--- config.mk ---
export PLATFORM = sky130hd
export DESIGN_NAME = green_line_classifier
export DESIGN_NICKNAME = d
export VERILOG_FILES = /design/src/rtl/glc_pkg.sv /design/src/rtl/green_line_classifier.sv
export SDC_FILE = /design/constraint.sdc
export NUM_CORES = 1
export LEC_CHECK = 0
export BUFFER_PORTS_ARGS = -buffer_cell sky130_fd_sc_hd__buf_4
export CAP_MARGIN = 20
export CORE_ASPECT_RATIO = 0.75
export CORE_UTILIZATION = 50
export CTS_BUF_LIST = sky130_fd_sc_hd__clkbuf_8
export CTS_CLUSTER_DIAMETER = 30
export CTS_CLUSTER_SIZE = 14
export DETAILED_ROUTE_END_ITERATION = 8
export PLACE_DENSITY_LB_ADDON = 0.2
export SLEW_MARGIN = 15
export SYNTH_ARGS = -nofsm -noshare
export SYNTH_HDL_FRONTEND = slang
export SYNTH_SLANG_ARGS = --single-unit
--- constraint.sdc ---
create_clock -name clk -period 4.85 [get_ports clk]
set_input_delay 0.7275 -clock clk [delete_from_list [all_inputs] [get_ports clk]]
set_output_delay 0.7275 -clock clk [all_outputs]
set_load 0.03 [all_outputs]
--- src/rtl/glc_pkg.sv ---
// ----------------------------------------------------------------------------
// glc_pkg
// Shared constants, register map and pixel classification for the green line
// classifier.
// ----------------------------------------------------------------------------
package glc_pkg;

  localparam int LINE_PIXELS  = 80;
  localparam int CENTRE_START = 38;
  localparam int CENTRE_WIDTH = 6;

  localparam int ADDR_W = 5;
  localparam int DATA_W = 32;

  localparam logic [7:0] LINE_LEN   = 8'(LINE_PIXELS);
  localparam logic [7:0] HALF_LEN   = 8'(LINE_PIXELS / 2);
  localparam logic [8:0] CENTRE_LO  = 9'(CENTRE_START);
  localparam logic [8:0] CENTRE_HI  = 9'(CENTRE_START + CENTRE_WIDTH);
  localparam logic [2:0] CENTRE_MAX = 3'(CENTRE_WIDTH);

  localparam logic [7:0] GREEN_MARGIN_RST     = 8'd20;
  localparam logic [2:0] CENTRE_THRESHOLD_RST = 3'd3;
  localparam logic [7:0] STOP_COUNT_RST       = 8'd75;
  localparam logic [7:0] SLOW_COUNT_RST       = 8'd40;
  localparam logic [7:0] MID_COUNT_RST        = 8'd20;
  localparam logic [9:0] SLOW_SPEED_RST       = 10'd500;
  localparam logic [9:0] MID_SPEED_RST        = 10'd750;
  localparam logic [9:0] FAST_SPEED_RST       = 10'd1000;

  typedef enum logic [2:0] {
    REG_GREEN_MARGIN     = 3'd0,
    REG_CENTRE_THRESHOLD = 3'd1,
    REG_STOP_COUNT       = 3'd2,
    REG_SLOW_COUNT       = 3'd3,
    REG_MID_COUNT        = 3'd4,
    REG_SLOW_SPEED       = 3'd5,
    REG_MID_SPEED        = 3'd6,
    REG_FAST_SPEED       = 3'd7
  } cfg_reg_t;

  // Red is the top five bits of the first byte; green spans both bytes.
  function automatic logic is_green(input logic [15:0] px, input logic [7:0] margin);
    logic [7:0] red;
    logic [7:0] grn;
    red = {px[15:11], 3'b000};
    grn = {px[10:8], px[7:5], 2'b00};
    return {1'b0, grn} > ({1'b0, red} + {1'b0, margin});
  endfunction

endpackage

--- src/rtl/green_line_classifier.sv ---
// Result path: a pixel transaction carrying line_end is captured in the input
// register, then its count update is written into the result register.
// Throughput: one pixel per cycle; a line-end pixel waiting on an unaccepted
// result holds the input register and stalls the input.
// Reset: synchronous rst clears all counts, valid flags and restores the
// configuration registers to their default values.
// ----------------------------------------------------------------------------
// green_line_classifier
// Counts green pixels over a camera line and reports steering and speed
// decisions at the end of each line.
// ----------------------------------------------------------------------------
module green_line_classifier (
  input  logic                       clk,
  input  logic                       rst,
  input  logic                       psel,
  input  logic                       penable,
  input  logic                       pwrite,
  input  logic [glc_pkg::ADDR_W-1:0] paddr,
  input  logic [glc_pkg::DATA_W-1:0] pwdata,
  output logic [glc_pkg::DATA_W-1:0] prdata,
  output logic                       pready,
  input  logic                       pixel_valid,
  output logic                       pixel_ready,
  input  logic [15:0]                pixel,
  input  logic                       line_end,
  output logic                       result_valid,
  input  logic                       result_ready,
  output logic                       green_seen,
  output logic                       centre_hit,
  output logic                       turn_right,
  output logic [9:0]                 speed,
  output logic                       stop,
  output logic [7:0]                 green_total
);
  import glc_pkg::*;

  logic [7:0] green_margin;
  logic [2:0] centre_threshold;
  logic [7:0] stop_count;
  logic [7:0] slow_count;
  logic [7:0] mid_count;
  logic [9:0] slow_speed;
  logic [9:0] mid_speed;
  logic [9:0] fast_speed;

  logic        cfg_wr;
  cfg_reg_t    cfg_sel;

  logic        s1_valid;
  logic [15:0] s1_pixel;
  logic        s1_line_end;
  logic        s1_advance;

  logic [7:0]  pixel_index;
  logic [7:0]  total_green;
  logic [7:0]  left_green;
  logic [7:0]  right_green;
  logic [2:0]  centre_green;

  logic        pos_ok;
  logic        hit;
  logic        in_left;
  logic        in_centre;
  logic [7:0]  total_next;
  logic [7:0]  left_next;
  logic [7:0]  right_next;
  logic [2:0]  centre_next;
  logic        stop_next;
  logic [9:0]  speed_next;

  assign pready  = 1'b1;
  assign cfg_wr  = psel && penable && pwrite && pready;
  assign cfg_sel = cfg_reg_t'(paddr[ADDR_W-1:2]);

  always_ff @(posedge clk) begin
    if (rst) begin
      green_margin     <= GREEN_MARGIN_RST;
      centre_threshold <= CENTRE_THRESHOLD_RST;
      stop_count       <= STOP_COUNT_RST;
      slow_count       <= SLOW_COUNT_RST;
      mid_count        <= MID_COUNT_RST;
      slow_speed       <= SLOW_SPEED_RST;
      mid_speed        <= MID_SPEED_RST;
      fast_speed       <= FAST_SPEED_RST;
    end else if (cfg_wr) begin
      case (cfg_sel)
        REG_GREEN_MARGIN:     green_margin     <= pwdata[7:0];
        REG_CENTRE_THRESHOLD: centre_threshold <= pwdata[2:0];
        REG_STOP_COUNT:       stop_count       <= pwdata[7:0];
        REG_SLOW_COUNT:       slow_count       <= pwdata[7:0];
        REG_MID_COUNT:        mid_count        <= pwdata[7:0];
        REG_SLOW_SPEED:       slow_speed       <= pwdata[9:0];
        REG_MID_SPEED:        mid_speed        <= pwdata[9:0];
        REG_FAST_SPEED:       fast_speed       <= pwdata[9:0];
        default: begin
        end
      endcase
    end
  end

  always_comb begin
    case (cfg_sel)
      REG_GREEN_MARGIN:     prdata = {24'd0, green_margin};
      REG_CENTRE_THRESHOLD: prdata = {29'd0, centre_threshold};
      REG_STOP_COUNT:       prdata = {24'd0, stop_count};
      REG_SLOW_COUNT:       prdata = {24'd0, slow_count};
      REG_MID_COUNT:        prdata = {24'd0, mid_count};
      REG_SLOW_SPEED:       prdata = {22'd0, slow_speed};
      REG_MID_SPEED:        prdata = {22'd0, mid_speed};
      REG_FAST_SPEED:       prdata = {22'd0, fast_speed};
      default:              prdata = '0;
    endcase
  end

  // A line-end transaction needs the result register free; others never stall.
  assign s1_advance  = s1_valid && (!s1_line_end || !result_valid || result_ready);
  assign pixel_ready = !s1_valid || s1_advance;

  always_ff @(posedge clk) begin
    if (rst) begin
      s1_valid <= 1'b0;
    end else if (pixel_ready) begin
      s1_valid <= pixel_valid;
    end
  end

  always_ff @(posedge clk) begin
    if (pixel_valid && pixel_ready) begin
      s1_pixel    <= pixel;
      s1_line_end <= line_end;
    end
  end

  always_comb begin
    pos_ok      = pixel_index < LINE_LEN;
    hit         = pos_ok && is_green(s1_pixel, green_margin);
    in_left     = pixel_index < HALF_LEN;
    in_centre   = ({1'b0, pixel_index} >= CENTRE_LO) && ({1'b0, pixel_index} < CENTRE_HI);
    total_next  = total_green + 8'(hit);
    left_next   = left_green + 8'(hit && in_left);
    right_next  = right_green + 8'(hit && !in_left);
    centre_next = centre_green + 3'(hit && in_centre);
    stop_next   = total_next >= stop_count;
    if (stop_next) begin
      speed_next = '0;
    end else if (total_next > slow_count) begin
      speed_next = slow_speed;
    end else if (total_next > mid_count) begin
      speed_next = mid_speed;
    end else begin
      speed_next = fast_speed;
    end
  end

  always_ff @(posedge clk) begin
    if (rst) begin
      pixel_index  <= '0;
      total_green  <= '0;
      left_green   <= '0;
      right_green  <= '0;
      centre_green <= '0;
    end else if (s1_advance) begin
      if (s1_line_end) begin
        pixel_index  <= '0;
        total_green  <= '0;
        left_green   <= '0;
        right_green  <= '0;
        centre_green <= '0;
      end else begin
        if (pos_ok) begin
          pixel_index <= pixel_index + 8'd1;
        end
        total_green  <= total_next;
        left_green   <= left_next;
        right_green  <= right_next;
        centre_green <= centre_next;
      end
    end
  end

  always_ff @(posedge clk) begin
    if (rst) begin
      result_valid <= 1'b0;
    end else if (s1_advance && s1_line_end) begin
      result_valid <= 1'b1;
    end else if (result_ready) begin
      result_valid <= 1'b0;
    end
  end

  always_ff @(posedge clk) begin
    if (s1_advance && s1_line_end) begin
      green_seen  <= total_next != 8'd0;
      centre_hit  <= centre_next > centre_threshold;
      turn_right  <= left_next < right_next;
      speed       <= speed_next;
      stop        <= stop_next;
      green_total <= total_next;
    end
  end

`ifndef SYNTHESIS
  a_index_bound: assert property (@(posedge clk) disable iff (rst)
    pixel_index <= LINE_LEN)
    else $error("pixel index ran past the line length");

  a_centre_bound: assert property (@(posedge clk) disable iff (rst)
    centre_green <= CENTRE_MAX)
    else $error("centre count exceeds the window width");

  a_halves_sum: assert property (@(posedge clk) disable iff (rst)
    {1'b0, total_green} == ({1'b0, left_green} + {1'b0, right_green}))
    else $error("half counts do not add up to the total");

  a_clear_after_line: assert property (@(posedge clk) disable iff (rst)
    s1_advance && s1_line_end |=> pixel_index == '0 && total_green == '0)
    else $error("counts not cleared after line end");

  a_stop_speed: assert property (@(posedge clk) disable iff (rst)
    result_valid && stop |-> speed == '0)
    else $error("nonzero speed with stop asserted");

  a_seen_total: assert property (@(posedge clk) disable iff (rst)
    result_valid |-> green_seen == (green_total != '0))
    else $error("green_seen disagrees with green_total");
`endif

endmodule
==> Word level (Yosys, flattened, before mapping) <==
Cells that the tools add are included.
{ "word_totals": {"reg_bits": 141, "inputBits": 61} }
{ "op_classes": {"n_addsub": 6, "n_lt_le_gt_ge": 10, "n_eq_ne": 7, "mux": 11, "n_reduce_logical": 30} }
{ "ops": {"columns": ["operator", "n"], "rows": [
  ["$pmux W32 S8", 1],
  ["$mux W8", 5],
  ["$add A8 B1 Y8", 3],
  ["$mux W10", 2],
  ["$reduce_and A2 Y1", 9],
  ["$gt A8 B8 Y1", 2],
  ["$lt A8 B6 Y1 const B", 2],
  ["$eq A3 B3 Y1 const B", 4],
  ["$logic_and A1 B1 Y1", 10],
  ["$add A8 B8 Y9", 1],
  ["$gt A8 B9 Y1", 1],
  ["$add A8 B1 Y8 const B", 1],
  ["$ge A8 B6 Y1 const B", 1],
  ["$ge A8 B8 Y1", 1],
  ["$lt A8 B7 Y1 const B", 1],
  ["$lt A8 B8 Y1", 1],
  ["$reduce_bool A8 Y1", 1],
  ["$eq A3 B2 Y1 const B", 2],
  ["$logic_not A1 Y1", 4],
  ["$reduce_bool A2 Y1", 2],
  ["$add A3 B1 Y3", 1],
  ["$eq A3 B1 Y1 const B", 1],
  ["$gt A3 B3 Y1", 1],
  ["$logic_not A3 Y1", 1],
  ["other kinds (3)", 6]
]} }

==> Longest topological paths before layout <==
{ "depth": {"ltp_word": 7, "depth_mapped": 24, "mapped_depth_nobuf": 23} }

==> Least setup slack after synthesis <==
No wires, ideal clock.
{ "synth_path": {"path_kind": "register to register", "start": "register s1_pixel[12]", "end": "register speed[0] (data pin)", "setup_time_ns": 0.271, "arrival_ns": 4.295, "required_ns": 4.579, "slack_ns": 0.283, "stages_incl_launch_ff": 23, "path_buffers": 1, "period_less_slack_ns": 4.567, "cell_sequence": "edfxtp_1 > ha_1 > a21o_1 > a21o_1 > xnor2_1 > ha_1 > and3_1 > a211oi_1 > a311oi_1 > o221ai_1 > inv_1 > ha_1 > ha_1 > nand3_1 > nor2_1 > xor2_1 > ha_1 > and4_1 > a21boi_2 > a22o_1 > buf_6 > a31oi_1 > a211oi_1"} }
{ "synth_between": {"elab_chain_cells": 7} }
{ "synth_lines": {"columns": ["item", "line_no", "rtl"], "rows": [
  ["from (decl)", "green_line_classifier.sv:50", "logic [15:0] s1_pixel;"],
  ["from (signal assigned)", "green_line_classifier.sv:129", "s1_pixel <= pixel;"],
  ["$add A8 B8 Y9 (*)", "glc_pkg.sv:47", "return {1'b0, grn} > ({1'b0, red} + {1'b0, margin});"],
  ["$gt A8 B9 Y1 (*)", "glc_pkg.sv:47", null],
  ["$logic_and A1 B1 Y1 (*)", "green_line_classifier.sv:136", "hit = pos_ok && is_green(s1_pixel, green_margin);"],
  ["$add A8 B1 Y8 (*)", "green_line_classifier.sv:139", "total_next = total_green + 8'(hit);"],
  ["named net total_next[6]", "green_line_classifier.sv:64", "logic [7:0] total_next;"],
  ["$gt A8 B8 Y1", "green_line_classifier.sv:148", "end else if (total_next > mid_count) begin"],
  ["$mux W10", "green_line_classifier.sv:148", null],
  ["$mux W10", "green_line_classifier.sv:146", "end else if (total_next > slow_count) begin"],
  ["to (signal assigned)", "green_line_classifier.sv:196", "speed <= speed_next;"],
  ["to (decl)", "green_line_classifier.sv:31", "output logic [9:0] speed,"]
]} }
The timed path passes the listed nets; every way through them passes the cells marked *.
A chain may end at the register's enable or synchronous reset.

==> Worst setup path in the final report <==
{ "layout_path": {"start": "register s1_pixel[12]", "end": "register speed[2] (data pin)"} }
The elaborated chain is that of the path after synthesis.

==> impl_metrics.prom <==
# TYPE chip_impl_metric gauge
chip_impl_metric{name="post_synth_num_cell_types",unit=""} 70
chip_impl_metric{name="viasPerCell",unit=""} 5.79
chip_impl_info{name="final_common_cell",value="sky130_fd_sc_hd__buf_4"} 1
chip_impl_metric{name="period_minus_slack",unit="ps"} 4890
chip_impl_metric{name="tightest_slew",unit="ps"} 1090
chip_impl_metric{name="yosysTopAreaCellShare",unit="%"} 27.0
chip_impl_metric{name="ys_ff_latch",unit=""} 136
chip_impl_metric{name="slew_headroom",unit="%"} 27.1
chip_impl_metric{name="amount_of_wire_on_met2_after_detailed_routing",unit="µm"} 8580
chip_impl_info{name="clock_tree.root_cell",value="sky130_fd_sc_hd__clkbuf_8"} 1
chip_impl_metric{name="chipHeight",unit="µm"} 108
chip_impl_metric{name="routabilityCongestion",unit=""} 0.913
chip_impl_metric{name="timing.clock.skew",unit="ps"} 18.9
chip_impl_metric{name="cts.path.max_buffers",unit=""} 2
chip_impl_metric{name="rows",unit=""} 38
chip_impl_metric{name="max_freq",unit="MHz"} 205
chip_impl_metric{name="detail_route.wirelength.met1",unit="µm"} 8910
chip_impl_info{name="worst-setup-path-type",value="flip-flop to flip-flop"} 1
chip_impl_metric{name="cap_violations",unit=""} 0
chip_impl_metric{name="clkLatencyLatePin",unit="ps"} 480
chip_impl_metric{name="clock_tree.htree_level_count",unit=""} 4
chip_impl_metric{name="finalNetCount",unit=""} 1011
chip_impl_metric{name="power_per_cell_area",unit="nW/µm²"} 270
chip_impl_metric{name="final_antenna_net_count",unit=""} 0
chip_impl_metric{name="finalWorstSetupSlack",unit="ps"} -36.9
chip_impl_metric{name="die_width",unit="µm"} 144
chip_impl_metric{name="met3_wirelength",unit="µm"} 1960
chip_impl_info{name="highest-signal-layer",value="met4"} 1
chip_impl_metric{name="dp_cells",unit=""} 1054
chip_impl_metric{name="detailedRoute.firstIterationViolations",unit=""} 709
chip_impl_info{name="status",value="finished, violations left"} 1
chip_impl_metric{name="irDropWorstVdd",unit="µV"} 213
chip_impl_info{name="mostFrequentLayoutCells",value="109 x sky130_fd_sc_hd__buf_4, 103 x sky130_fd_sc_hd__nor2_1, 101 x sky130_fd_sc_hd__dfxtp_1"} 1
chip_impl_metric{name="number_of_enable_flip_flop_cells_after_synthesis",unit=""} 34
chip_impl_metric{name="crit_fanout",unit=""} 3
chip_impl_metric{name="yosysSeqAreaShare",unit="%"} 40.6
chip_impl_metric{name="grt_pass1_wl",unit="µm"} 30500
chip_impl_metric{name="reg2reg_setup_slack",unit="ps"} -40
chip_impl_info{name="crit_slowest_cell",value="sky130_fd_sc_hd__edfxtp_1"} 1
chip_impl_metric{name="grt_start_max_net_pins",unit=""} 98
chip_impl_metric{name="drt-wirelength-per-cell",unit="µm"} 18.0
chip_impl_metric{name="max_stage_delay",unit="ps"} 400
chip_impl_metric{name="full_die_area",unit="µm²"} 15600
chip_impl_metric{name="syn_avg_cell_area",unit="µm²"} 9.38
chip_impl_info{name="rsz_0062_raised_after_global_routing",value="yes"} 1
chip_impl_metric{name="postSynth.asyncResetShare",unit="%"} 0
chip_impl_metric{name="final_max_slew_viol_count",unit=""} 0
chip_impl_metric{name="io_pins",unit=""} 118
chip_impl_metric{name="io_buffers",unit=""} 65
chip_impl_info{name="capturing_element_type_of_the_critical_path",value="flip-flop"} 1
chip_impl_metric{name="ys_warn_count",unit=""} 0
chip_impl_metric{name="synthToLayoutAreaGrowth",unit="%"} 19.8
chip_impl_info{name="worstPathCellList",value="ha_1 > a21o_1 > a21o_1 > xnor2_1 > ha_1 > and3_4 > a211oi_2 > a311oi_2 > o221ai_2 > inv_2 > ha_4 > ha_4 > nand3_1 > buf_4 > xnor2_1 > ha_1 > a21oi_2 > o211ai_1 > o31a_1 > buf_4 > a31oi_2 > a211oi_2 > buf_4"} 1
chip_impl_metric{name="syn_area",unit="µm²"} 7550
chip_impl_info{name="synth_top_cells_by_area",value="sky130_fd_sc_hd__dfxtp_1 27%, sky130_fd_sc_hd__edfxtp_1 14%, sky130_fd_sc_hd__ha_1 8.9%"} 1
chip_impl_metric{name="grt_overflow",unit=""} 0
chip_impl_metric{name="critPathBufInv",unit=""} 4
chip_impl_metric{name="wirelength",unit="µm"} 20000
chip_impl_info{name="worstHoldPathType",value="primary input to flip-flop"} 1
chip_impl_metric{name="num_vias",unit=""} 6416
chip_impl_metric{name="dpl_worst_slack",unit="ps"} -259
chip_impl_metric{name="setup_viol",unit=""} 1
chip_impl_metric{name="post_route_cells_drive_above_1_share",unit="%"} 23.5
chip_impl_info{name="synth_largest_area_cell",value="sky130_fd_sc_hd__dfxtp_1"} 1
chip_impl_metric{name="via_count_of_the_first_global_routing_pass",unit=""} 5994
chip_impl_metric{name="dr.pass1.iters",unit=""} 5
chip_impl_metric{name="global_route.usage.total",unit="%"} 26.2
chip_impl_info{name="dominant_register_cell_in_the_synthesized_netlist",value="sky130_fd_sc_hd__dfxtp_1"} 1
chip_impl_metric{name="antenna_cells_inserted",unit=""} 0
chip_impl_info{name="critical_path_startpoint_category",value="flip-flop"} 1
chip_impl_info{name="cts_tree",value="done"} 1
chip_impl_metric{name="clk_pin_slew_worst_paths",unit="ps"} 80
chip_impl_metric{name="core_region_area",unit="µm²"} 14600
chip_impl_metric{name="finish.cell_count_without_fillers",unit=""} 1108
chip_impl_metric{name="leakage_power_figure",unit="nW"} 3.72
chip_impl_metric{name="post_synth_inst_count",unit=""} 805
chip_impl_metric{name="antenna_violations_before_repair",unit=""} 0
chip_impl_metric{name="starting_utilization_of_the_core_area",unit="%"} 51.7
chip_impl_info{name="crit_family",value="compound AO/OA/AOI/OAI gates"} 1
chip_impl_metric{name="dpl.hpwl",unit="µm"} 13600
chip_impl_metric{name="period_share",unit="%"} 101
chip_impl_metric{name="hold_viol_final",unit=""} 0
chip_impl_metric{name="clock_net_sink_count",unit=""} 136
chip_impl_metric{name="cts_hold_repair.buffers",unit=""} 0
chip_impl_metric{name="drc",unit=""} 0
chip_impl_info{name="failing_checks",value="negative setup slack"} 1
chip_impl_metric{name="critPathArrivalTime",unit="ps"} 5220
chip_impl_metric{name="cts_inserted_buffers",unit=""} 17
chip_impl_metric{name="worst_ep_required_time",unit="ps"} 5180
[worst register-to-register path, cell delays in order, from the launching register on]
cell and delay (ps):
sky130_fd_sc_hd__edfxtp_1 400, sky130_fd_sc_hd__ha_1 290, sky130_fd_sc_hd__a21o_1 180, sky130_fd_sc_hd__a21o_1 170, sky130_fd_sc_hd__xnor2_1 130, sky130_fd_sc_hd__ha_1 290, sky130_fd_sc_hd__and3_4 200, sky130_fd_sc_hd__a211oi_2 40
sky130_fd_sc_hd__a311oi_2 270, sky130_fd_sc_hd__o221ai_2 170, sky130_fd_sc_hd__inv_2 110, sky130_fd_sc_hd__ha_4 160, sky130_fd_sc_hd__ha_4 140, sky130_fd_sc_hd__nand3_1 140, sky130_fd_sc_hd__buf_4 180, sky130_fd_sc_hd__xnor2_1 320
sky130_fd_sc_hd__ha_1 260, sky130_fd_sc_hd__a21oi_2 80, sky130_fd_sc_hd__o211ai_1 300, sky130_fd_sc_hd__o31a_1 250, sky130_fd_sc_hd__buf_4 160, sky130_fd_sc_hd__a31oi_2 100, sky130_fd_sc_hd__a211oi_2 260, sky130_fd_sc_hd__buf_4 170
[flip-flops by register name, indices dropped and copies added (netlist names), 10 cells and up]
register and cells:
s1_pixel 11, fast_speed 10, mid_speed 10, slow_speed 10, speed 10
[Yosys cell counts (all sizes together) (3+ instances only)]
cell,instances
clkbuf,23
mux4,3
and4,4
buf,41
mux2i,45
edfxtp,34
nand2,32
a22oi,9
a31oi,14
nor3,12
o22a,3
a21oi,42
xnor2,17
and2,4
and3,7
nand4,5
o21ai,41
nand2b,5
xor2,9
a211oi,13
or3,8
inv,45
nor2,110
a211o,31
nand3b,7
a21o,9
nor3b,5
nor2b,25
nand3,16
ha,54
dfxtp,102
[worst paths after layout]
check        cells past startpoint       endpoint     startpoint
min                              1   s1_pixel[12]      pixel[12]
max reg2reg                     23       speed[2]   s1_pixel[12]
max                             23       speed[2]   s1_pixel[12]
min reg2reg                      2  left_green[0]  left_green[0]
[metrics by stage]
step	setup TNS (ps)	hold slack (ps)	cell area, µm²	power (mW)	utilization (%)
2_1_floorplan	0	436	7630	1.39	-
3_5_place_dp	-975	452	8210	1.47	56.3
3_3_place_gp	-64.5	443	8210	1.46	56.3
4_1_cts	0	420	8790	2.44	60.2
5_1_grt	-1430	422	9050	2.52	62.0
6_report	-36.9	437	9050	2.44	62.0
[power breakdown]
group	internal (mW)	total (mW)	leakage [nW]	switching [mW]
Combinational	0.0974	0.275	2.37	0.178
Sequential	1.18	1.19	1.14	0.0139
Clock	0.516	0.977	0.217	0.461
[final cells by class]
cell class              instances  area [µm²]
fillers                      1205        5550
multi-input cells             581        4280
flip-flops and latches        136        3060
repair buffers                114         877
well taps                     200         250
clock buffers                  18         248
inverters                      45         169
clock inverters                14         156
[routing by layer]
| metal | track usage, % | vias to the layer above |
|---|---|---|
| li1 | - | 2995 |
| met2 | 38.8 | 326 |
| met1 | 35.2 | 3045 |
| met4 | 12.0 | 0 |
| met3 | 7.48 | 50 |
| met5 | 0 | - |
[what timing repair did]
action | CTS | global route
gates resized for setup | 18 | 48
buffers inserted | 11 | 10
pin swaps | 10 | 38
gates cloned | 0 | 1
setup endpoints to repair | 10 | 11
[kinds of logic after synthesis]
kind of cell,count (synthesis),share of synthesized area (%)
AOI/OAI and AO/OA,183,16.4
xor gates and xnor gates,26,3.02
adders and majority gates,55,9.21
buffers and inverters,109,7.14
DFF,136,40.6
muxes,48,6.86
other,2,0.0994
and+or+nand+nor,246,16.8
Power figures use the tool's default switching activity.
